File: src/design/plni_pkg.sv
// plni_pkg: widths, register codes, pipeline structs and width helpers
// for the periodic lattice neighbor index block. No dependencies.
`timescale 1ns / 1ps

package plni_pkg;

    localparam int IDX_W          = 20;
    localparam int CFG_W          = 6;
    localparam int CFG_IDX_W      = 2;
    localparam int NDIR           = 4;
    localparam int REG_MAX        = (1 << CFG_W) - 1;
    localparam int SIDE_RESET     = 8;
    localparam int DIMENSIONS_DEF = 4;
    localparam int MAX_SIDE_DEF   = 32;

    typedef enum logic [CFG_IDX_W-1:0] {
        REG_LEN_T,
        REG_LEN_S1,
        REG_LEN_S2,
        REG_LEN_S3
    } t_reg_idx;

    // register that holds the side of each direction, slowest first
    localparam t_reg_idx DIR_REG [NDIR] = '{REG_LEN_T, REG_LEN_S1, REG_LEN_S2, REG_LEN_S3};

    typedef struct packed {
        logic valid;
        logic invalid;
    } t_pipe_ctl;

    typedef struct packed {
        logic [NDIR-1:0][IDX_W-1:0] fwd;
        logic [NDIR-1:0][IDX_W-1:0] bwd;
        logic                       invalid;
    } t_result;

    // largest side a register can take after clamping
    function automatic int side_max(input int max_side);
        return (max_side < REG_MAX) ? max_side : REG_MAX;
    endfunction

    function automatic int side_w(input int max_side);
        return $clog2(side_max(max_side) + 1);
    endfunction

    function automatic int coord_w(input int max_side);
        return $clog2(side_max(max_side));
    endfunction

endpackage

File: src/design/plni_cfg.sv
// plni_cfg: side registers and the strides, wrap spans and volume derived
// from them, plus the settle counter after reset and writes. Uses plni_pkg.
`timescale 1ns / 1ps

module plni_cfg #(
    parameter int DIMENSIONS = plni_pkg::DIMENSIONS_DEF,
    parameter int MAX_SIDE   = plni_pkg::MAX_SIDE_DEF,
    parameter int SIDE_W     = 6,
    parameter int VOL_W      = 24
) (
    input  logic                           i_clk,
    input  logic                           i_rst_n,
    input  logic                           i_cfg_we,
    input  logic [plni_pkg::CFG_IDX_W-1:0] i_cfg_idx,
    input  logic [plni_pkg::CFG_W-1:0]     i_cfg_data,
    output logic [SIDE_W-1:0]              o_side   [DIMENSIONS],
    output logic [VOL_W-1:0]               o_stride [DIMENSIONS],
    output logic [VOL_W-1:0]               o_span   [DIMENSIONS],
    output logic [VOL_W-1:0]               o_vol,
    output logic                           o_busy
);
    import plni_pkg::*;

    localparam int SIDE_MAX = side_max(MAX_SIDE);
    localparam int SETTLE   = DIMENSIONS + 1;
    localparam int CNT_W    = $clog2(SETTLE + 1);

    logic [VOL_W-1:0] r_vol;
    logic [CNT_W-1:0] r_cnt;

    // zero acts as one, anything above the limit as the limit
    function automatic logic [SIDE_W-1:0] eff_side(input logic [CFG_W-1:0] v);
        logic [SIDE_W-1:0] res;
        if (v == '0) begin
            res = SIDE_W'(1);
        end else if (int'(v) > SIDE_MAX) begin
            res = SIDE_W'(SIDE_MAX);
        end else begin
            res = SIDE_W'(v);
        end
        return res;
    endfunction

    for (genvar j = 0; j < DIMENSIONS; j++) begin : g_dir
        logic [SIDE_W-1:0] r_len;
        logic [VOL_W-1:0]  r_span;

        always_ff @(posedge i_clk) begin
            if (!i_rst_n) begin
                r_len <= eff_side(CFG_W'(SIDE_RESET));
            end else if (i_cfg_we && i_cfg_idx == DIR_REG[j]) begin
                r_len <= eff_side(i_cfg_data);
            end
        end
        assign o_side[j] = r_len;

        // one multiply per cycle along the stride chain
        if (j == DIMENSIONS - 1) begin : g_fast
            assign o_stride[j] = VOL_W'(1);
        end else begin : g_slow
            logic [VOL_W-1:0] r_stride;
            always_ff @(posedge i_clk) begin
                r_stride <= VOL_W'(o_stride[j+1] * o_side[j+1]);
            end
            assign o_stride[j] = r_stride;
        end

        // span = (side - 1) * stride = next slower stride (volume for the slowest) minus own stride
        if (j == 0) begin : g_span_vol
            always_ff @(posedge i_clk) begin
                r_span <= r_vol - o_stride[j];
            end
        end else begin : g_span_str
            always_ff @(posedge i_clk) begin
                r_span <= o_stride[j-1] - o_stride[j];
            end
        end
        assign o_span[j] = r_span;
    end

    always_ff @(posedge i_clk) begin
        r_vol <= VOL_W'(o_stride[0] * o_side[0]);
    end

    always_ff @(posedge i_clk) begin
        if (!i_rst_n) begin
            r_cnt <= CNT_W'(SETTLE);
        end else if (i_cfg_we) begin
            r_cnt <= CNT_W'(SETTLE);
        end else if (r_cnt != '0) begin
            r_cnt <= r_cnt - CNT_W'(1);
        end
    end

    assign o_vol  = r_vol;
    assign o_busy = (r_cnt != '0);

endmodule

File: src/design/plni_cell.sv
// plni_cell: one restoring-division step; tries one shifted stride on the
// remainder and sets one coordinate bit. Uses plni_pkg.
`timescale 1ns / 1ps

module plni_cell #(
    parameter int DIMENSIONS = plni_pkg::DIMENSIONS_DEF,
    parameter int VOL_W      = 24,
    parameter int CW         = 5,
    parameter int DIR        = 0,
    parameter int BIT        = 0
) (
    input  logic                             i_clk,
    input  logic                             i_rst_n,
    input  logic                             i_en,
    input  plni_pkg::t_pipe_ctl              i_ctl,
    input  logic [plni_pkg::IDX_W-1:0]       i_site,
    input  logic [plni_pkg::IDX_W-1:0]       i_rest,
    input  logic [DIMENSIONS-1:0][CW-1:0]    i_coord,
    input  logic [VOL_W-1:0]                 i_stride,
    output plni_pkg::t_pipe_ctl              o_ctl,
    output logic [plni_pkg::IDX_W-1:0]       o_site,
    output logic [plni_pkg::IDX_W-1:0]       o_rest,
    output logic [DIMENSIONS-1:0][CW-1:0]    o_coord
);
    import plni_pkg::*;

    localparam int AW = ((VOL_W + CW > IDX_W) ? VOL_W + CW : IDX_W) + 1;

    logic [AW-1:0]                w_rest;
    logic [AW-1:0]                w_sub;
    logic [AW-1:0]                w_diff;
    logic                         w_fit;
    logic [IDX_W-1:0]             n_rest;
    logic [DIMENSIONS-1:0][CW-1:0] n_coord;

    t_pipe_ctl                    r_ctl;
    logic [IDX_W-1:0]             r_site;
    logic [IDX_W-1:0]             r_rest;
    logic [DIMENSIONS-1:0][CW-1:0] r_coord;

    always_comb begin
        w_rest  = AW'(i_rest);
        w_sub   = AW'(i_stride) << BIT;
        w_fit   = (w_rest >= w_sub);
        w_diff  = w_rest - w_sub;
        n_rest  = w_fit ? w_diff[IDX_W-1:0] : i_rest;
        n_coord = i_coord;
        n_coord[DIR][BIT] = w_fit;
    end

    always_ff @(posedge i_clk) begin
        if (!i_rst_n) begin
            r_ctl <= '0;
        end else if (i_en) begin
            r_ctl <= i_ctl;
        end
    end

    always_ff @(posedge i_clk) begin
        if (i_en) begin
            r_site  <= i_site;
            r_rest  <= n_rest;
            r_coord <= n_coord;
        end
    end

    assign o_ctl   = r_ctl;
    assign o_site  = r_site;
    assign o_rest  = r_rest;
    assign o_coord = r_coord;

endmodule

File: src/design/plni_nbr.sv
// plni_nbr: last cell of the row; steps each coordinate forward and back
// with wrap and forms the eight neighbor indices. Uses plni_pkg.
`timescale 1ns / 1ps

module plni_nbr #(
    parameter int DIMENSIONS = plni_pkg::DIMENSIONS_DEF,
    parameter int SIDE_W     = 6,
    parameter int VOL_W      = 24,
    parameter int CW         = 5
) (
    input  logic                          i_clk,
    input  logic                          i_rst_n,
    input  logic                          i_en,
    input  plni_pkg::t_pipe_ctl           i_ctl,
    input  logic [plni_pkg::IDX_W-1:0]    i_site,
    input  logic [DIMENSIONS-1:0][CW-1:0] i_coord,
    input  logic [SIDE_W-1:0]             i_side   [DIMENSIONS],
    input  logic [VOL_W-1:0]              i_stride [DIMENSIONS],
    input  logic [VOL_W-1:0]              i_span   [DIMENSIONS],
    output logic                          o_valid,
    output plni_pkg::t_result             o_res
);
    import plni_pkg::*;

    logic [DIMENSIONS-1:0] w_last;
    logic [DIMENSIONS-1:0] w_first;
    t_result               n_res;
    logic                  r_valid;
    t_result               r_res;

    // directions beyond the active ones stay zero
    always_comb begin
        n_res         = '0;
        n_res.invalid = i_ctl.invalid;
        for (int j = 0; j < DIMENSIONS; j++) begin
            w_last[j]  = (SIDE_W'(i_coord[j]) == i_side[j] - SIDE_W'(1));
            w_first[j] = (i_coord[j] == '0);
            if (!i_ctl.invalid) begin
                n_res.fwd[j] = w_last[j]  ? i_site - IDX_W'(i_span[j])
                                          : i_site + IDX_W'(i_stride[j]);
                n_res.bwd[j] = w_first[j] ? i_site + IDX_W'(i_span[j])
                                          : i_site - IDX_W'(i_stride[j]);
            end
        end
    end

    always_ff @(posedge i_clk) begin
        if (!i_rst_n) begin
            r_valid <= 1'b0;
        end else if (i_en) begin
            r_valid <= i_ctl.valid;
        end
    end

    always_ff @(posedge i_clk) begin
        if (i_en) begin
            r_res <= n_res;
        end
    end

    assign o_valid = r_valid;
    assign o_res   = r_res;

endmodule

File: src/design/periodic_lattice_neighbor_index.sv
// periodic_lattice_neighbor_index: top level; input register, row of
// division cells, neighbor cell, output register and skid stage.
// Uses plni_pkg, plni_cfg, plni_cell and plni_nbr.
//
//   channel | handshake                   | payload
//   --------+-----------------------------+-----------------------------------
//   in      | i_in_valid / o_in_stall     | i_site_index
//   out     | o_out_valid / i_out_stall   | o_fwd_*, o_bwd_*, o_site_invalid
//   cfg     | i_cfg_we                    | i_cfg_idx, i_cfg_data
//
// one item per cycle while o_in_stall is low; each cell of the row
// takes one coordinate bit of the site's coordinates.
// after reset and after every register write, o_in_stall is high while
// the stride chain settles.
// a stalled output parks one item in the skid stage; the row then freezes.
`timescale 1ns / 1ps

module periodic_lattice_neighbor_index #(
    parameter int DIMENSIONS = plni_pkg::DIMENSIONS_DEF,
    parameter int MAX_SIDE   = plni_pkg::MAX_SIDE_DEF
) (
    input  logic                           i_clk,
    input  logic                           i_rst_n,
    input  logic                           i_in_valid,
    output logic                           o_in_stall,
    input  logic [plni_pkg::IDX_W-1:0]     i_site_index,
    output logic                           o_out_valid,
    input  logic                           i_out_stall,
    output logic [plni_pkg::IDX_W-1:0]     o_fwd_t,
    output logic [plni_pkg::IDX_W-1:0]     o_fwd_s1,
    output logic [plni_pkg::IDX_W-1:0]     o_fwd_s2,
    output logic [plni_pkg::IDX_W-1:0]     o_fwd_s3,
    output logic [plni_pkg::IDX_W-1:0]     o_bwd_t,
    output logic [plni_pkg::IDX_W-1:0]     o_bwd_s1,
    output logic [plni_pkg::IDX_W-1:0]     o_bwd_s2,
    output logic [plni_pkg::IDX_W-1:0]     o_bwd_s3,
    output logic                           o_site_invalid,
    input  logic                           i_cfg_we,
    input  logic [plni_pkg::CFG_IDX_W-1:0] i_cfg_idx,
    input  logic [plni_pkg::CFG_W-1:0]     i_cfg_data
);
    import plni_pkg::*;

    localparam int SIDE_W = side_w(MAX_SIDE);
    localparam int CW     = coord_w(MAX_SIDE);
    localparam int VOL_W  = DIMENSIONS * SIDE_W;
    localparam int CMP_W  = (VOL_W > IDX_W) ? VOL_W : IDX_W;
    localparam int NCELL  = DIMENSIONS * CW;

    logic [SIDE_W-1:0] w_side   [DIMENSIONS];
    logic [VOL_W-1:0]  w_stride [DIMENSIONS];
    logic [VOL_W-1:0]  w_span   [DIMENSIONS];
    logic [VOL_W-1:0]  w_vol;
    logic              w_cfg_busy;

    logic              w_en;
    logic              w_in_acc;
    logic              w_site_bad;
    logic              w_pass;
    logic              w_take;

    t_pipe_ctl         r_in_ctl;
    logic [IDX_W-1:0]  r_site;

    t_pipe_ctl                     s_ctl   [NCELL+1];
    logic [IDX_W-1:0]              s_site  [NCELL+1];
    logic [IDX_W-1:0]              s_rest  [NCELL+1];
    logic [DIMENSIONS-1:0][CW-1:0] s_coord [NCELL+1];

    logic              w_nbr_valid;
    t_result           w_nbr_res;

    logic              r_out_valid;
    t_result           r_out;
    logic              r_skid_full;
    t_result           r_skid;

    plni_cfg #(
        .DIMENSIONS (DIMENSIONS),
        .MAX_SIDE   (MAX_SIDE),
        .SIDE_W     (SIDE_W),
        .VOL_W      (VOL_W)
    ) u_cfg (
        .i_clk      (i_clk),
        .i_rst_n    (i_rst_n),
        .i_cfg_we   (i_cfg_we),
        .i_cfg_idx  (i_cfg_idx),
        .i_cfg_data (i_cfg_data),
        .o_side     (w_side),
        .o_stride   (w_stride),
        .o_span     (w_span),
        .o_vol      (w_vol),
        .o_busy     (w_cfg_busy)
    );

    // the whole row moves unless an item sits in the skid stage
    assign w_en       = !r_skid_full;
    assign o_in_stall = r_skid_full || w_cfg_busy;
    assign w_in_acc   = i_in_valid && !o_in_stall;
    assign w_site_bad = (CMP_W'(i_site_index) >= CMP_W'(w_vol));

    always_ff @(posedge i_clk) begin
        if (!i_rst_n) begin
            r_in_ctl <= '0;
        end else if (w_en) begin
            r_in_ctl.valid   <= w_in_acc;
            r_in_ctl.invalid <= w_site_bad;
        end
    end

    always_ff @(posedge i_clk) begin
        if (w_en) begin
            r_site <= i_site_index;
        end
    end

    assign s_ctl[0]   = r_in_ctl;
    assign s_site[0]  = r_site;
    assign s_rest[0]  = r_site;
    assign s_coord[0] = '0;

    // slowest direction first, high coordinate bit first
    for (genvar k = 0; k < NCELL; k++) begin : g_cell
        plni_cell #(
            .DIMENSIONS (DIMENSIONS),
            .VOL_W      (VOL_W),
            .CW         (CW),
            .DIR        (k / CW),
            .BIT        (CW - 1 - (k % CW))
        ) u_cell (
            .i_clk    (i_clk),
            .i_rst_n  (i_rst_n),
            .i_en     (w_en),
            .i_ctl    (s_ctl[k]),
            .i_site   (s_site[k]),
            .i_rest   (s_rest[k]),
            .i_coord  (s_coord[k]),
            .i_stride (w_stride[k / CW]),
            .o_ctl    (s_ctl[k+1]),
            .o_site   (s_site[k+1]),
            .o_rest   (s_rest[k+1]),
            .o_coord  (s_coord[k+1])
        );
    end

    plni_nbr #(
        .DIMENSIONS (DIMENSIONS),
        .SIDE_W     (SIDE_W),
        .VOL_W      (VOL_W),
        .CW         (CW)
    ) u_nbr (
        .i_clk    (i_clk),
        .i_rst_n  (i_rst_n),
        .i_en     (w_en),
        .i_ctl    (s_ctl[NCELL]),
        .i_site   (s_site[NCELL]),
        .i_coord  (s_coord[NCELL]),
        .i_side   (w_side),
        .i_stride (w_stride),
        .i_span   (w_span),
        .o_valid  (w_nbr_valid),
        .o_res    (w_nbr_res)
    );

    assign w_pass = w_en && w_nbr_valid;
    assign w_take = r_out_valid && !i_out_stall;

    always_ff @(posedge i_clk) begin
        if (!i_rst_n) begin
            r_out_valid <= 1'b0;
            r_skid_full <= 1'b0;
        end else if (r_skid_full) begin
            if (w_take) begin
                r_skid_full <= 1'b0;
            end
        end else if (w_pass) begin
            if (r_out_valid && !w_take) begin
                r_skid_full <= 1'b1;
            end else begin
                r_out_valid <= 1'b1;
            end
        end else if (w_take) begin
            r_out_valid <= 1'b0;
        end
    end

    always_ff @(posedge i_clk) begin
        if (r_skid_full) begin
            if (w_take) begin
                r_out <= r_skid;
            end
        end else if (w_pass) begin
            if (r_out_valid && !w_take) begin
                r_skid <= w_nbr_res;
            end else begin
                r_out <= w_nbr_res;
            end
        end
    end

    assign o_out_valid    = r_out_valid;
    assign o_fwd_t        = r_out.fwd[0];
    assign o_fwd_s1       = r_out.fwd[1];
    assign o_fwd_s2       = r_out.fwd[2];
    assign o_fwd_s3       = r_out.fwd[3];
    assign o_bwd_t        = r_out.bwd[0];
    assign o_bwd_s1       = r_out.bwd[1];
    assign o_bwd_s2       = r_out.bwd[2];
    assign o_bwd_s3       = r_out.bwd[3];
    assign o_site_invalid = r_out.invalid;

    a_skid_behind_out: assert property (@(posedge i_clk) disable iff (!i_rst_n)
        r_skid_full |-> r_out_valid)
        else $error("skid stage full while output register empty");

    a_skid_only_on_stall: assert property (@(posedge i_clk) disable iff (!i_rst_n)
        $rose(r_skid_full) |-> $past(r_out_valid && i_out_stall))
        else $error("skid stage filled without a stalled output");

    a_invalid_zero: assert property (@(posedge i_clk) disable iff (!i_rst_n)
        (o_out_valid && o_site_invalid) |->
            (o_fwd_t == '0 && o_bwd_t == '0 && o_fwd_s1 == '0 && o_bwd_s1 == '0 &&
             o_fwd_s2 == '0 && o_bwd_s2 == '0 && o_fwd_s3 == '0 && o_bwd_s3 == '0))
        else $error("invalid site item carries nonzero neighbors");

endmodule

File: config.mk
export PLATFORM = sky130hd
export DESIGN_NAME = periodic_lattice_neighbor_index
export DESIGN_NICKNAME = d
export VERILOG_FILES = /design/src/design/plni_pkg.sv /design/src/design/plni_cfg.sv /design/src/design/plni_cell.sv /design/src/design/plni_nbr.sv /design/src/design/periodic_lattice_neighbor_index.sv
export SDC_FILE = /design/constraint.sdc
export NUM_CORES = 2
export LEC_CHECK = 0
export BUFFER_PORTS_ARGS = -buffer_cell sky130_fd_sc_hd__buf_2
export CORE_MARGIN = 2
export CORE_UTILIZATION = 43
export DETAILED_ROUTE_END_ITERATION = 8
export GPL_TIMING_DRIVEN = 0
export SYNTH_ARGS = -nofsm -noshare
export SYNTH_HDL_FRONTEND = slang
export SYNTH_SLANG_ARGS = --single-unit
File: constraint.sdc
create_clock -name i_clk -period 119.9 [get_ports i_clk]
set_input_delay 35.97 -clock i_clk [delete_from_list [all_inputs] [get_ports i_clk]]
set_output_delay 35.97 -clock i_clk [all_outputs]
set_load 0.02 [all_outputs]
==> impl_metrics.csv <==
group,metric,value,unit
run_status,status,"complete, no violations",
global_routing,grt_first_pass_wirelength,294000,µm
hold_path,hp-start,"g_cell[14].u_cell.o_site[9]",
clocking,cts-root-buf,"clkbuf_16",
floorplan,fp.dieW,443,µm
clocking,htreeDepth,4,
synthesis,syn_nets,7120,
final_layout,num-fill-cells,16700,
critical_path,path_class,"reg -> out",
clocking,cts_tree,"done",
global_routing,grt_max_degree,135,
placed_design,gp_congestion,0.897,
synthesis,synth_xor_area_share,5.34,%
critical_path,cp_top_family,"buffers and inverters",
sta,worst_clock_skew,0.0343,ns
clocking,cts-hold-fix-buffers,0,
synthesis,synth_compound_area_share,7.74,%
final_layout,final_core_util,48.6,%
floorplan,placeableCoreArea,192000,µm²
floorplan,dieArea,196000,µm²
synthesis,yosys.area_share.simple,10.7,%
sta,tns,0,ns
critical_path,crit_top_cell,"clkbuf_1",
critical_path,endpoint_kind,"output pin",
clocking,insertion_delay,0.83,ns
synthesis,ys_seq_area_share,58.4,%
critical_path,cp_num_buf_inv,4,
power_and_ir_drop,power.density,19.6,nW/µm²
power_and_ir_drop,irDropWorstVdd,0.0144,mV
global_routing,overflow,0,
synthesis,synth-seq-cells,1675,
synthesis,synth_edf_count,1483,
clocking,cts-buffers-inserted,173,
sta,finalMaxSlewViolations,0,
synthesis,synthesis.area,82800,µm²
floorplan,start_util,43.1,%
critical_path,crit_arrival,3.18,ns
routing,via_count,50500,
sta,fin_crit_sh,32.7,%
sta,max_slew_margin,10.9,%
hold_path,min_path_type,"reg -> reg",
sta,rsz0062_at_grt,"false",
sta,setup_viol,0,
routing,drc,0,
routing,wl_per_cell,20.2,µm
synthesis,ys_types,96,
placed_design,dp_hpwl,139000,µm
sta,layout_min_cycle_time,39.15,ns
global_routing,grt_usage,19.5,%
sta,finalHoldViolCount,0,
power_and_ir_drop,power_leakage,35.7,nW
routing,ant_nets,0,
synthesis,synth_top_family_by_area,"adder cells",
floorplan,ios,196,
synthesis,yosys_most_used_dff,"edfxtp_1",
critical_path,critPathRequiredTime,83.93,ns
critical_path,cp_cell_sequence,"clkbuf_1, clkbuf_1, nor2_1, inv_1, buf_2",
synthesis,synth_adder_area_share,10.8,%
placed_design,placed_cell_area,87400,µm²
final_layout,area_growth,12.7,%
final_layout,fin_area,93200,µm²
critical_path,slowest_delay,0.78,ns
final_layout,nets,7510,
routing,drtPass1Iterations,5,
clocking,cts_resized,0,
critical_path,cpMaxStageDelayCell,"clkbuf_1",
routing,drtIter0Drc,3775,
critical_path,critical_path.max_fanout,10,
routing,routed_wl,192000,µm
critical_path,regToRegStartpoint,"u_cfg.g_dir[0].r_len[0]",
synthesis,ys_async_sr_fraction,0,%
routing,vias_per_cell,5.30,
synthesis,syn_inst,6459,
sta,clock.fmax,0.0255,GHz
placed_design,io_buffers,194,
floorplan,dieHeight,443,µm
critical_path,start_kind,"flop",
clocking,clk_pin_slew,0.06,ns
clocking,cts_buffer_depth,3,
clocking,cts.sinks,1675,
global_routing,antenna_found_initial,15,
final_layout,drive_gt1_share,11.5,%
critical_path,crit_start,"r_skid_full",
synthesis,synth.area.mux_share,4.58,%
floorplan,core.rowCount,161,
run,drv_cap,0,
synthesis,yosys_warnings,0,
global_routing,grt_pass1_vias,49900,
synthesis,syn_area_per_cell,12.8,µm²
clocking,postCtsSetupRepairBufs,0,
sta,tightest_slew,1.34,ns
## worst register-to-register path, stage by stage, from the launching register on
cell and delay [ns]:
dfxtp_1 0.41, clkinv_1 0.38, clkbuf_1 0.41, ha_1 0.36
xor2_1 0.16, o21ai_0 0.17, a21oi_1 0.06, a211oi_1 0.93
clkbuf_1 0.59, nand2_1 0.10, o21ai_0 0.23, ha_1 0.27
inv_1 0.06, fa_1 0.43, a21oi_1 0.21, o21bai_1 0.14
nor4_1 0.30, nor3_1 0.17, o41ai_2 0.48, a21oi_1 0.17
o31ai_1 0.36, nand3_1 0.12, nor3b_1 0.15
## cell usage after synthesis, types with 27 or more instances
| master | count | share of area, % |
|---|---|---|
| a211oi_1 | 40 | 0.36 |
| a21boi_0 | 37 | 0.34 |
| a21o_1 | 114 | 1.0 |
| a21oi_1 | 277 | 1.7 |
| a31oi_1 | 33 | 0.25 |
| and2_1 | 111 | 0.84 |
| and3_1 | 41 | 0.31 |
| clkbuf_1 | 112 | 0.51 |
| dfxtp_1 | 192 | 4.6 |
| edfxtp_1 | 1483 | 54 |
| fa_1 | 149 | 3.6 |
| ha_1 | 479 | 7.2 |
| inv_1 | 379 | 1.7 |
| mux2_2 | 240 | 3.3 |
| mux2i_1 | 109 | 1.3 |
| nand2_1 | 377 | 1.7 |
| nand2b_1 | 61 | 0.46 |
| nand3_1 | 72 | 0.44 |
| nand4_1 | 43 | 0.33 |
| nor2_1 | 517 | 2.3 |
| nor2b_1 | 148 | 1.1 |
| nor3_1 | 160 | 0.97 |
| nor4_1 | 62 | 0.47 |
| o21a_1 | 65 | 0.59 |
| o21ai_0 | 240 | 1.5 |
| o21bai_1 | 30 | 0.27 |
| o31ai_1 | 30 | 0.27 |
| or2_2 | 27 | 0.20 |
| or3_1 | 50 | 0.38 |
| xnor2_1 | 291 | 3.1 |
| xor2_1 | 214 | 2.3 |
## power by group
part	switching (mW)	internal (mW)
Sequential	0.0714	0.782
Combinational	0.236	0.193
Clock	0.231	0.315
## state kept, by name, indices dropped and copies added, names as in the netlist, 24 cells and up
| signal | flops |
|---|---|
| g_cell.u_cell.o_rest | 380 |
| g_cell.u_cell.o_ctl | 40 |
| g_cell.u_cell.o_coord | 210 |
| r_skid | 161 |
| u_cfg.g_dir.g_slow.r_stride | 36 |
| u_cfg.g_dir.r_span | 60 |
| g_cell.u_cell.o_site | 390 |
| u_cfg.o_vol | 24 |
| u_cfg.g_dir.r_len | 24 |
| u_nbr.o_res | 161 |
## cell type report
type | instances | area, µm² | area share [%]
Antenna cell | 2 | 5.00 | 0.00537
Buffer | 134 | 520 | 0.558
Clock buffer | 215 | 4640 | 4.98
Clock inverter | 111 | 1170 | 1.25
Inverter | 388 | 1470 | 1.57
Multi-Input combinational cell | 4262 | 32400 | 34.8
Sequential cell | 1675 | 48400 | 51.9
Tap cell | 2526 | 3160 | 3.39
Timing Repair Buffer | 215 | 1470 | 1.57
## layout by cell type, fill, tap and decap left out, types with 36 or more instances in the layout
| cell | netlist | routed |
|---|---|---|
| a211oi_1 | 40 | 40 |
| a21boi_0 | 37 | 36 |
| a21o_1 | 114 | 114 |
| a21oi_1 | 277 | 277 |
| and2_1 | 111 | 111 |
| and3_1 | 41 | 41 |
| buf_2 | 11 | 205 |
| clkbuf_1 | 112 | 143 |
| clkbuf_16 | 0 | 177 |
| dfxtp_1 | 192 | 192 |
| edfxtp_1 | 1483 | 1483 |
| fa_1 | 149 | 149 |
| ha_1 | 479 | 479 |
| inv_1 | 379 | 378 |
| mux2_2 | 240 | 240 |
| mux2i_1 | 109 | 109 |
| nand2_1 | 377 | 377 |
| nand2b_1 | 61 | 61 |
| nand3_1 | 72 | 72 |
| nand4_1 | 43 | 43 |
| nor2_1 | 517 | 516 |
| nor2b_1 | 148 | 148 |
| nor3_1 | 160 | 160 |
| nor4_1 | 62 | 62 |
| o21a_1 | 65 | 65 |
| o21ai_0 | 240 | 240 |
| or3_1 | 50 | 50 |
| xnor2_1 | 291 | 291 |
| xor2_1 | 214 | 214 |
## metal layers
metal / share of wire, % / vias up / wire [µm] / track usage [%]
met5: 0.0036 / - / 7 / 0
met4: 3.0 / 2 / 5800 / 6.22
met3: 4.7 / 308 / 8990 / 3.32
met2: 47 / 1170 / 91100 / 32.3
met1: 45 / 24700 / 86300 / 26.0
li1: - / 24400 / - / -
## cells by family after synthesis
kind of cell,after synthesis
buffers and inverters,522
xor gates and xnor gates,505
DFF,1675
muxes,349
adders and majority gates,628
and+or+nand+nor,1774
AOI/OAI and AO/OA,1006
## per-stage QoR
stage,hold slack (ns),instances,worst slack (ns),power [mW]
final,0.406,9528,80.75,1.83
after global routing,0.410,9526,80.52,1.93
after CTS,0.409,9526,80.48,1.84
after detailed placement,0.399,9200,80.60,1.29
after global placement,0.394,9179,65.83,1.28
after floorplan,0.356,6459,71.33,1.17
## worst paths after layout
check	cells past startpoint	slack, ns	endpoint
max reg2reg	22	112.96	u_nbr.o_res[97]
max	5	80.75	o_in_stall
min reg2reg	0	0.41	g_cell[15].u_cell.o_site[9]
min	0	0.41	g_cell[15].u_cell.o_site[9]
(Power assumes the default switching activity.)
